--- src/hw/rtl/lgrs_pkg.sv ---
`default_nettype none

package lgrs_pkg;

  // Fixed field widths
  localparam int ROW_W   = 64;
  localparam int INDEX_W = 10;
  localparam int COLS_W  = 7;
  localparam int ROWS_W  = 11;
  localparam int CFG_W   = 11;
  localparam int CFG_IDX_W = 2;

  // Hard limit on frame height set by the row index width
  localparam int INDEX_LIMIT = 1 << INDEX_W;

  // Configuration register indexes
  localparam logic [CFG_IDX_W-1:0] CFG_COLUMNS = 2'd0;
  localparam logic [CFG_IDX_W-1:0] CFG_ROWS    = 2'd1;

  // Register reset values
  localparam logic [COLS_W-1:0] COLS_RESET = 7'd64;
  localparam logic [ROWS_W-1:0] ROWS_RESET = 11'd1024;

  // One result item
  typedef struct packed {
    logic [ROW_W-1:0]   next_row;
    logic [INDEX_W-1:0] row_index;
    logic               last_row;
  } result_t;

  // Push request into the result queue
  typedef struct packed {
    logic first;
    logic second;
  } push_req_t;

endpackage

`default_nettype wire

--- src/hw/rtl/lgrs_evolve.sv ---
`default_nettype none

// One Life generation step for a single row: B3/S23, dead beyond both edges.
module lgrs_evolve (
  input  wire logic [lgrs_pkg::ROW_W-1:0] up,
  input  wire logic [lgrs_pkg::ROW_W-1:0] mid,
  input  wire logic [lgrs_pkg::ROW_W-1:0] down,
  input  wire logic [lgrs_pkg::ROW_W-1:0] mask,
  output logic      [lgrs_pkg::ROW_W-1:0] row
);
  import lgrs_pkg::*;

  logic [ROW_W+1:0] up_pad;
  logic [ROW_W+1:0] mid_pad;
  logic [ROW_W+1:0] down_pad;

  // Masked rows with a dead cell on each side
  assign up_pad   = {1'b0, up & mask, 1'b0};
  assign mid_pad  = {1'b0, mid & mask, 1'b0};
  assign down_pad = {1'b0, down & mask, 1'b0};

  // Per-lane neighbor count and rule
  always_comb begin
    logic [3:0] n;
    for (int i = 0; i < ROW_W; i++) begin
      n = 4'(up_pad[i]) + 4'(up_pad[i+1]) + 4'(up_pad[i+2])
        + 4'(mid_pad[i]) + 4'(mid_pad[i+2])
        + 4'(down_pad[i]) + 4'(down_pad[i+1]) + 4'(down_pad[i+2]);
      row[i] = mask[i] & ((n == 4'd3) | (mid_pad[i+1] & (n == 4'd2)));
    end
  end

endmodule

`default_nettype wire

--- src/hw/rtl/lgrs_result_queue.sv ---
`default_nettype none

// Three-entry result queue: head at slot 0, up to two pushes and one pop per cycle.
module lgrs_result_queue (
  input  wire logic                clk,
  input  wire logic                rst,
  input  wire lgrs_pkg::push_req_t push,
  input  wire lgrs_pkg::result_t   first_item,
  input  wire lgrs_pkg::result_t   second_item,
  input  wire logic                pop,
  output lgrs_pkg::result_t        head,
  output logic                     not_empty,
  output logic                     has_room
);
  import lgrs_pkg::*;

  localparam int DEPTH = 3;

  result_t    slots [DEPTH];
  result_t    slots_next [DEPTH];
  logic [1:0] count;
  logic [1:0] count_base;
  logic [1:0] count_next;
  logic [1:0] second_slot;

  assign head      = slots[0];
  assign not_empty = (count != 2'd0);
  // Room for two pushes
  assign has_room  = (count <= 2'd1);

  // Shift on pop, then write pushes behind what remains
  always_comb begin
    count_base = count - 2'(pop);
    second_slot = count_base + 2'(push.first);
    for (int i = 0; i < DEPTH; i++) begin
      if (pop && (i < DEPTH - 1)) begin
        slots_next[i] = slots[i+1];
      end else begin
        slots_next[i] = slots[i];
      end
    end
    for (int i = 0; i < DEPTH; i++) begin
      if (push.first && (count_base == 2'(i))) begin
        slots_next[i] = first_item;
      end
      if (push.second && (second_slot == 2'(i))) begin
        slots_next[i] = second_item;
      end
    end
    count_next = count_base + 2'(push.first) + 2'(push.second);
  end

  always_ff @(posedge clk) begin
    for (int i = 0; i < DEPTH; i++) begin
      slots[i] <= slots_next[i];
    end
    if (rst) begin
      count <= 2'd0;
    end else begin
      count <= count_next;
    end
  end

endmodule

`default_nettype wire

--- src/hw/rtl/life_generation_row_stream_unit.sv ---
`default_nettype none

// Life generation (B3/S23, bounded, no wrap), streamed one grid row per item.
// Input channel in_valid/in_stall carries row_bits, rows of the current
// generation top to bottom. Output channel out_valid/out_stall carries
// next_row with its row_index and last_row flag, one row behind the input.
// Row 0 of a frame gives no result; rows 1..H-2 give one result (the row
// above); the final row gives two (the row above, then itself, last_row=1),
// or only itself when the grid is a single row.
// Each accepted item is held in the input register; when the queue has room
// its results enter the result queue, whose head drives the outputs.
// Throughput is one item per cycle while the queue has room; the final row
// of a frame yields two results, so the input can stall after it while the
// single result port drains the extra result. When out_stall is held the
// queue fills and in_stall rises; nothing is dropped. Registers columns_in_use
// (index 0) and rows_in_use (index 1) are written through cfg_write/cfg_index/
// cfg_data; the user must do so only while the block is idle, which the
// block does not enforce. Reset (rst, synchronous) empties the pipeline,
// clears stored rows and the row counter, and sets width 64, height 1024.
module life_generation_row_stream_unit #(
  parameter int MAX_COLUMNS = 64,
  parameter int MAX_ROWS    = 1024
) (
  input  wire logic                            clk,
  input  wire logic                            rst,
  input  wire logic                            cfg_write,
  input  wire logic [lgrs_pkg::CFG_IDX_W-1:0]  cfg_index,
  input  wire logic [lgrs_pkg::CFG_W-1:0]      cfg_data,
  input  wire logic                            in_valid,
  output logic                                 in_stall,
  input  wire logic [lgrs_pkg::ROW_W-1:0]      row_bits,
  output logic                                 out_valid,
  input  wire logic                            out_stall,
  output logic      [lgrs_pkg::ROW_W-1:0]      next_row,
  output logic      [lgrs_pkg::INDEX_W-1:0]    row_index,
  output logic                                 last_row
);
  import lgrs_pkg::*;

  localparam int ROW_LIMIT = (MAX_ROWS > INDEX_LIMIT) ? INDEX_LIMIT : MAX_ROWS;

  logic [COLS_W-1:0]  columns_in_use;
  logic [ROWS_W-1:0]  rows_in_use;
  logic [ROW_W-1:0]   upper_row;
  logic [ROW_W-1:0]   middle_row;
  logic [INDEX_W-1:0] row_counter;

  logic               stage_valid;
  logic [ROW_W-1:0]   stage_row;

  logic [COLS_W-1:0]  cols_eff;
  logic [ROWS_W-1:0]  height;
  logic [ROW_W-1:0]   mask;
  logic [ROW_W-1:0]   cur;
  logic [ROW_W-1:0]   above;
  logic [ROW_W-1:0]   row_a;
  logic [ROW_W-1:0]   row_b;
  logic               not_top;
  logic               frame_end;
  logic               advance;
  logic               accept;
  logic               q_room;
  logic               q_pop;
  push_req_t          push;
  result_t            res_a;
  result_t            res_b;
  result_t            first_item;
  result_t            q_head;

  // Effective width and height
  always_comb begin
    if (columns_in_use == '0) begin
      cols_eff = COLS_W'(1);
    end else if (columns_in_use > COLS_W'(MAX_COLUMNS)) begin
      cols_eff = COLS_W'(MAX_COLUMNS);
    end else begin
      cols_eff = columns_in_use;
    end
    if (rows_in_use == '0) begin
      height = ROWS_W'(1);
    end else if (rows_in_use > ROWS_W'(ROW_LIMIT)) begin
      height = ROWS_W'(ROW_LIMIT);
    end else begin
      height = rows_in_use;
    end
    for (int i = 0; i < ROW_W; i++) begin
      mask[i] = (COLS_W'(i) < cols_eff);
    end
  end

  // Row position within the frame
  assign cur       = stage_row & mask;
  assign not_top   = (row_counter != '0);
  assign frame_end = (ROWS_W'(row_counter) + ROWS_W'(1)) >= height;
  assign above     = not_top ? middle_row : '0;

  lgrs_evolve u_evolve_above (
    .up   (upper_row),
    .mid  (middle_row),
    .down (cur),
    .mask (mask),
    .row  (row_a)
  );

  lgrs_evolve u_evolve_last (
    .up   (above),
    .mid  (cur),
    .down ('0),
    .mask (mask),
    .row  (row_b)
  );

  // Results of the staged item
  always_comb begin
    res_a.next_row  = row_a;
    res_a.row_index = row_counter - INDEX_W'(1);
    res_a.last_row  = 1'b0;
    res_b.next_row  = row_b;
    res_b.row_index = row_counter;
    res_b.last_row  = 1'b1;
    first_item      = not_top ? res_a : res_b;
    push.first      = advance & (not_top | frame_end);
    push.second     = advance & not_top & frame_end;
  end

  // Handshakes
  assign advance  = stage_valid & q_room;
  assign in_stall = stage_valid & ~q_room;
  assign accept   = in_valid & ~in_stall;
  assign q_pop    = out_valid & ~out_stall;

  lgrs_result_queue u_queue (
    .clk         (clk),
    .rst         (rst),
    .push        (push),
    .first_item  (first_item),
    .second_item (res_b),
    .pop         (q_pop),
    .head        (q_head),
    .not_empty   (out_valid),
    .has_room    (q_room)
  );

  assign next_row  = q_head.next_row;
  assign row_index = q_head.row_index;
  assign last_row  = q_head.last_row;

  // Input register
  always_ff @(posedge clk) begin
    if (accept) begin
      stage_row <= row_bits;
    end
    if (rst) begin
      stage_valid <= 1'b0;
    end else if (accept) begin
      stage_valid <= 1'b1;
    end else if (advance) begin
      stage_valid <= 1'b0;
    end
  end

  // Row history and frame counter
  always_ff @(posedge clk) begin
    if (rst) begin
      upper_row   <= '0;
      middle_row  <= '0;
      row_counter <= '0;
    end else if (advance) begin
      if (frame_end) begin
        upper_row   <= '0;
        middle_row  <= '0;
        row_counter <= '0;
      end else begin
        upper_row   <= above;
        middle_row  <= cur;
        row_counter <= row_counter + INDEX_W'(1);
      end
    end
  end

  // Configuration registers
  always_ff @(posedge clk) begin
    if (rst) begin
      columns_in_use <= COLS_RESET;
      rows_in_use    <= ROWS_RESET;
    end else if (cfg_write) begin
      if (cfg_index == CFG_COLUMNS) begin
        columns_in_use <= cfg_data[COLS_W-1:0];
      end else if (cfg_index == CFG_ROWS) begin
        rows_in_use <= cfg_data[ROWS_W-1:0];
      end
    end
  end

endmodule

`default_nettype wire

--- config.mk ---
export PLATFORM = sky130hd
export DESIGN_NAME = life_generation_row_stream_unit
export DESIGN_NICKNAME = d
export VERILOG_FILES = /design/src/hw/rtl/lgrs_pkg.sv /design/src/hw/rtl/lgrs_evolve.sv /design/src/hw/rtl/lgrs_result_queue.sv /design/src/hw/rtl/life_generation_row_stream_unit.sv
export SDC_FILE = /design/constraint.sdc
export NUM_CORES = 2
export LEC_CHECK = 0
export ABC_AREA = 1
export BUFFER_PORTS_ARGS = -buffer_cell sky130_fd_sc_hd__buf_2
export CORE_MARGIN = 2
export CORE_UTILIZATION = 55
export CTS_CLUSTER_SIZE = 30
export DETAILED_ROUTE_END_ITERATION = 10
export PLACE_DENSITY = 0.82
export SLEW_MARGIN = 0
export SYNTH_ARGS = -nofsm -noshare
export SYNTH_HDL_FRONTEND = slang
export SYNTH_SLANG_ARGS = --single-unit
--- constraint.sdc ---
create_clock -name clk -period 6.43 [get_ports clk]
set_input_delay 0.3215 -clock clk [delete_from_list [all_inputs] [get_ports clk]]
set_output_delay 0.3215 -clock clk [all_outputs]
set_load 0.01 [all_outputs]
### After elaboration in Yosys (flattened, before gate mapping)

Memory sizes are Yosys's and may differ from the RTL's.
Cells that the tools add are included.

* register bits: 223
* memories kept: 1
* output and inout port bits: 77
* RAM bits: 225

* eq/ne operators: 261
* bitwise operators: 401
* $add $sub $neg: 698
* magnitude comparators: 68
* reduce and logical (&&, ||, !) cells: 16
* multiplexer cells: 19

Memory list
* u_queue.slots: depth 3, width 75, read ports 3, clocked after memory_dff 0, wr ports 3, line lgrs_result_queue.sv:19 `result_t slots [DEPTH];`

Operator list (number)
* 4-bit by 1-bit adder with 4-bit output: 566
* 4-bit by 2-bit == test with 1-bit output (second input constant): 256
* 75-bit 2-to-1 mux: 9
* 64-bit bitwise AND: 5
* 1-bit bitwise AND: 263
* 1-bit by 1-bit adder with 2-bit output: 126
* 6-bit by 7-bit < comparator with 1-bit output (first input constant): 32
* 64-bit 2-to-1 mux: 3
* 1-bit OR: 129
* 5-bit by 7-bit < comparator with 1-bit output (first input constant): 16
* 4-bit by 7-bit < comparator with 1-bit output (first input constant): 8
* 3-bit by 7-bit < comparator with 1-bit output (first input constant): 4
* 11-bit 2-to-1 mux: 2
* 1-bit by 7-bit < comparator with 1-bit output (first input constant): 2
* 2-bit by 7-bit < comparator with 1-bit output (first input constant): 2
* 7-bit 2-to-1 mux: 2
* 10-bit by 1-bit adder with 11-bit output (second input constant): 1
* 11-bit >= comparator: 1
* 11-bit > comparator (second input constant): 1
* 11-bit zero test: 1
* 10-bit by 1-bit adder with 10-bit output (second input constant): 1
* 10-bit 2-to-1 mux: 1
* 10-bit nonzero test: 1
* 10-bit by 1-bit subtractor with 10-bit output (second input constant): 1
* 14 further kinds: 30

### Longest topological paths before layout

* depth after elaboration: 19
* mapped depth: 29
* mapped depth without buffers: 27

### Hierarchy

From an unflattened synthesis, not the netlist that was laid out.

* cell total of the unflattened synthesis: 6890
* area, all modules: 51091.5 µm²

Modules (own cells, without submodules)
* lgrs_evolve at u_evolve_last: times used 1, cells each 1907, area each 13838.3 µm²
* lgrs_evolve at u_evolve_above: times used 1, cells each 1906, area each 13759.4 µm²
* lgrs_result_queue: times used 1, cells each 1591, area each 12842.3 µm²
* life_generation_row_stream_unit: times used 1, cells each 1486, area each 10651.5 µm²

### Worst setup path before layout

No wires, ideal clock.

* path kind: reg2reg
* start: register row_counter[0] (netlist name)
* end: memory u_queue.slots[0][100] (netlist name), enable pin
* path buffers: 2
* cell stages (with the launch flop): 27
* required time: 5.487 ns
* period minus slack after synthesis: 5.980 ns
* arrival: 5.037 ns
* slack: 0.450 ns
* library setup time: 0.943 ns
* cells stage by stage: dfxtp_1 -> inv_1 -> nor3_1 -> nand2_1 -> nor2_1 -> nand3_1 -> nor2_1 -> xor2_1 -> ha_1 -> nand2_1 -> nor2_1 -> nand3_1 -> and3_1 -> nand3_4 -> nand2_1 -> inv_1 -> ha_1 -> nand2_1 -> nand2_1 -> inv_1 -> nor2_1 -> inv_1 -> nor2_4 -> inv_2 -> buf_2 -> buf_4 -> nand3_1

RTL lines (line)
* end, declared: lgrs_result_queue.sv:19

==> results.cfg <==
[min_path]
hp-start = cfg_data[3]
hold_path.class = primary input to flop

[pwr]
worst_ir_drop_vdd_mv = 0.193
cellPowerDensity_nw_per_um2 = 250
p_leak_nw = 21.4
power_w = 0.0111

[final_layout]
final_nets = 5936
multi_input_area_um2 = 23300
layout_common_cells = inv_1 (1110), nand2_1 (1103), nor2_1 (362), fa_1 (328), ha_1 (324)
drive_gt1_frac = 0.0747
diodes = 0
nFillCells = 6071
seq_area_um2 = 11800
final_common_cell = inv_1
syn2layout_area_growth_pct = 9.00

[floorplan]
io_pins = 159
die_x_um = 276
rows = 99
die-area_um2 = 76200
initial_core_util = 0.557
die_y_um = 276
core_area_um2 = 73100

[synthesis]
ys_warn_count = 0
syn_area_per_cell_um2 = 7.95
synth_area_leader_cell = edfxtp_1
async_reset_ff_frac = 0
syn-cell-area_um2 = 40700
syn_nets = 5856
ys_seq_area_frac = 0.291
ys_types = 55
synth-edff-count = 286
synth_area_leaders = edfxtp_1 (21%), fa_1 (16%), inv_1 (10%), nand2_1 (10%), ha_1 (10%)
ys.flop_type = edfxtp_1
syn_inst = 5122
synth-seq-cells = 448
netlist.area_leader.share = 0.211

[cts]
ctsHtreeMaxLevel = 2
post_cts_resized = 0
cts_buffer_depth = 3
clkTransAtPathRegs_ns = 0.06
cts.sinks = 448
clockRootBuffer = clkbuf_16
insertion_delay_ns = 0.63
cts_made_buffers = 54
cts_tree = done

[routing]
vias = 34800
routed_wl_mm = 114
first_pass_iters = 11
postRouteAntennaNets = 0
drt_iter0_drc = 3223
via_per_inst = 5.60
detail_route.wl_per_cell_um = 18.4
drc_errors = 12

[placement]
dpl.hpwl_mm = 78.4
gp_congestion = 0.955
port_buffers = 158

[critical_path]
crit_fanout = 17
worstReg2RegStart = columns_in_use[6]
criticalPathCategory = flop to flop
cp.required_ns = 6.90
cp.arrival_ns = 5.95
end_kind = flop
cp-start-kind = flop
startpoint = columns_in_use[6]

[grt]
grt_pass1_wl_mm = 182
grtUsageTotal = 0.298
grt_pass1_vias = 34900
grt_overflow_total = 0
antenna_found_initial = 0
grt_max_degree = 113

[run_status]
violations = design-rule violations
status = finished with violations

[timing]
setup_violations = 0
tightest_slew_ns = 1.24
rsz0062_at_grt = no
fin_skew_ns = 0.0312
hold_viol = 0
fin_crit_ns = 5.48
slew_headroom = 0.171
maxSlewViolCount = 0
max_freq_ghz = 0.183
tns_ns = 0
finalCritPeriodShare = 0.852

[flow_run]
maxCapViolations = 0
power breakdown:
group,switching (W),internal (W),total (W),leakage (nW)
sequential,0.000220,0.00361,0.00383,4.08
clock,0.00133,0.00194,0.00328,0.914
combinational,0.00264,0.00133,0.00397,16.4
total,0.00419,0.00689,0.0111,21.4
metrics by stage:
step	cells	hold slack (ns)	instance area (um2)	setup WS [ns]	utilization
finish	6206	0.0496	44400	0.951	0.607
global route	6206	0.0347	44400	0.571	0.607
CTS	6206	0.0124	44400	1.06	0.607
detailed placement	6035	0.455	41800	1.09	0.572
global placement	6035	0.451	41800	1.22	0.572
floorplan	5122	0.420	40700	0.450	-
cell usage after synthesis, types with 28 or more instances:
master    number
inv_1       1111
nand2_1     1106
nor2_1       364
fa_1         328
ha_1         324
a21oi_1      298
edfxtp_1     286
nand3_1      182
dfxtp_1      162
o21ai_1      123
o21ai_0      111
xnor2_1      102
buf_4         83
clkbuf_1      72
buf_2         68
nand4_1       58
nor3_1        34
inv_2         33
a22oi_1       28
metal layers:
metal	track usage	up-vias	wire (um)
met2	0.485	1763	51800
met5	0	-	0
met1	0.385	16500	45100
li1	-	16100	-
met3	0.0580	347	11800
met4	0.138	0	5240
critical path, stage by stage (launching register included):
cell     delay [ns]
dfxtp_1        0.69
inv_2          0.27
nand2_1        0.15
nand2_2        0.11
nand2_2        0.35
nand3_1        0.23
nand2_1        0.18
inv_2          0.05
nand2_1        0.25
xor2_1         0.21
fa_1           0.45
fa_1           0.49
inv_1          0.06
fa_1           0.44
inv_1          0.09
fa_1           0.41
nor3_1         0.21
nand4_1        0.13
o21ai_0        0.23
nand2_1        0.11
nand2_1        0.08
nand2_1        0.05
o21ai_0        0.09
kinds of logic after synthesis:
group / after synthesis / share of synthesized area
AOI/OAI and AO/OA: 693 / 0.0956
and+or+nand+nor: 1820 / 0.187
buffers and inverters: 1383 / 0.139
DFF: 448 / 0.291
xor gates and xnor gates: 126 / 0.0271
adders and majority gates: 652 / 0.261
registers in the layout (all words and copies together), names as in the netlist:
name and count:
row_counter 10, middle_row 64, rows_in_use 11, u_queue.slots 225, stage_row 64, upper_row 64
u_queue.count 2, stage_valid 1, columns_in_use 7
worst paths after layout:
check	end	slack, ns	cells after the start
max	u_queue.slots[0][72]	0.95	22
min	rows_in_use[3]	0.05	3
max reg2reg	u_queue.slots[0][72]	0.95	22
min reg2reg	upper_row[48]	0.46	2
final cells by class:
| type | count | share of cell area |
|---|---|---|
| clock buffer | 69 | 0.0331 |
| clock inverter | 32 | 0.00899 |
| inverter | 1144 | 0.0968 |
| multi-input combinational | 3291 | 0.525 |
| sequential | 448 | 0.267 |
| tap | 959 | 0.0270 |
| timing repair buffer | 263 | 0.0424 |
what timing repair did:
item / 4_1_cts / 5_1_grt
setup buffers: 0 / 0
hold buffers: 70 / 0
hold endpoints to repair: 70 / 0
(Power assumes the default switching activity.)
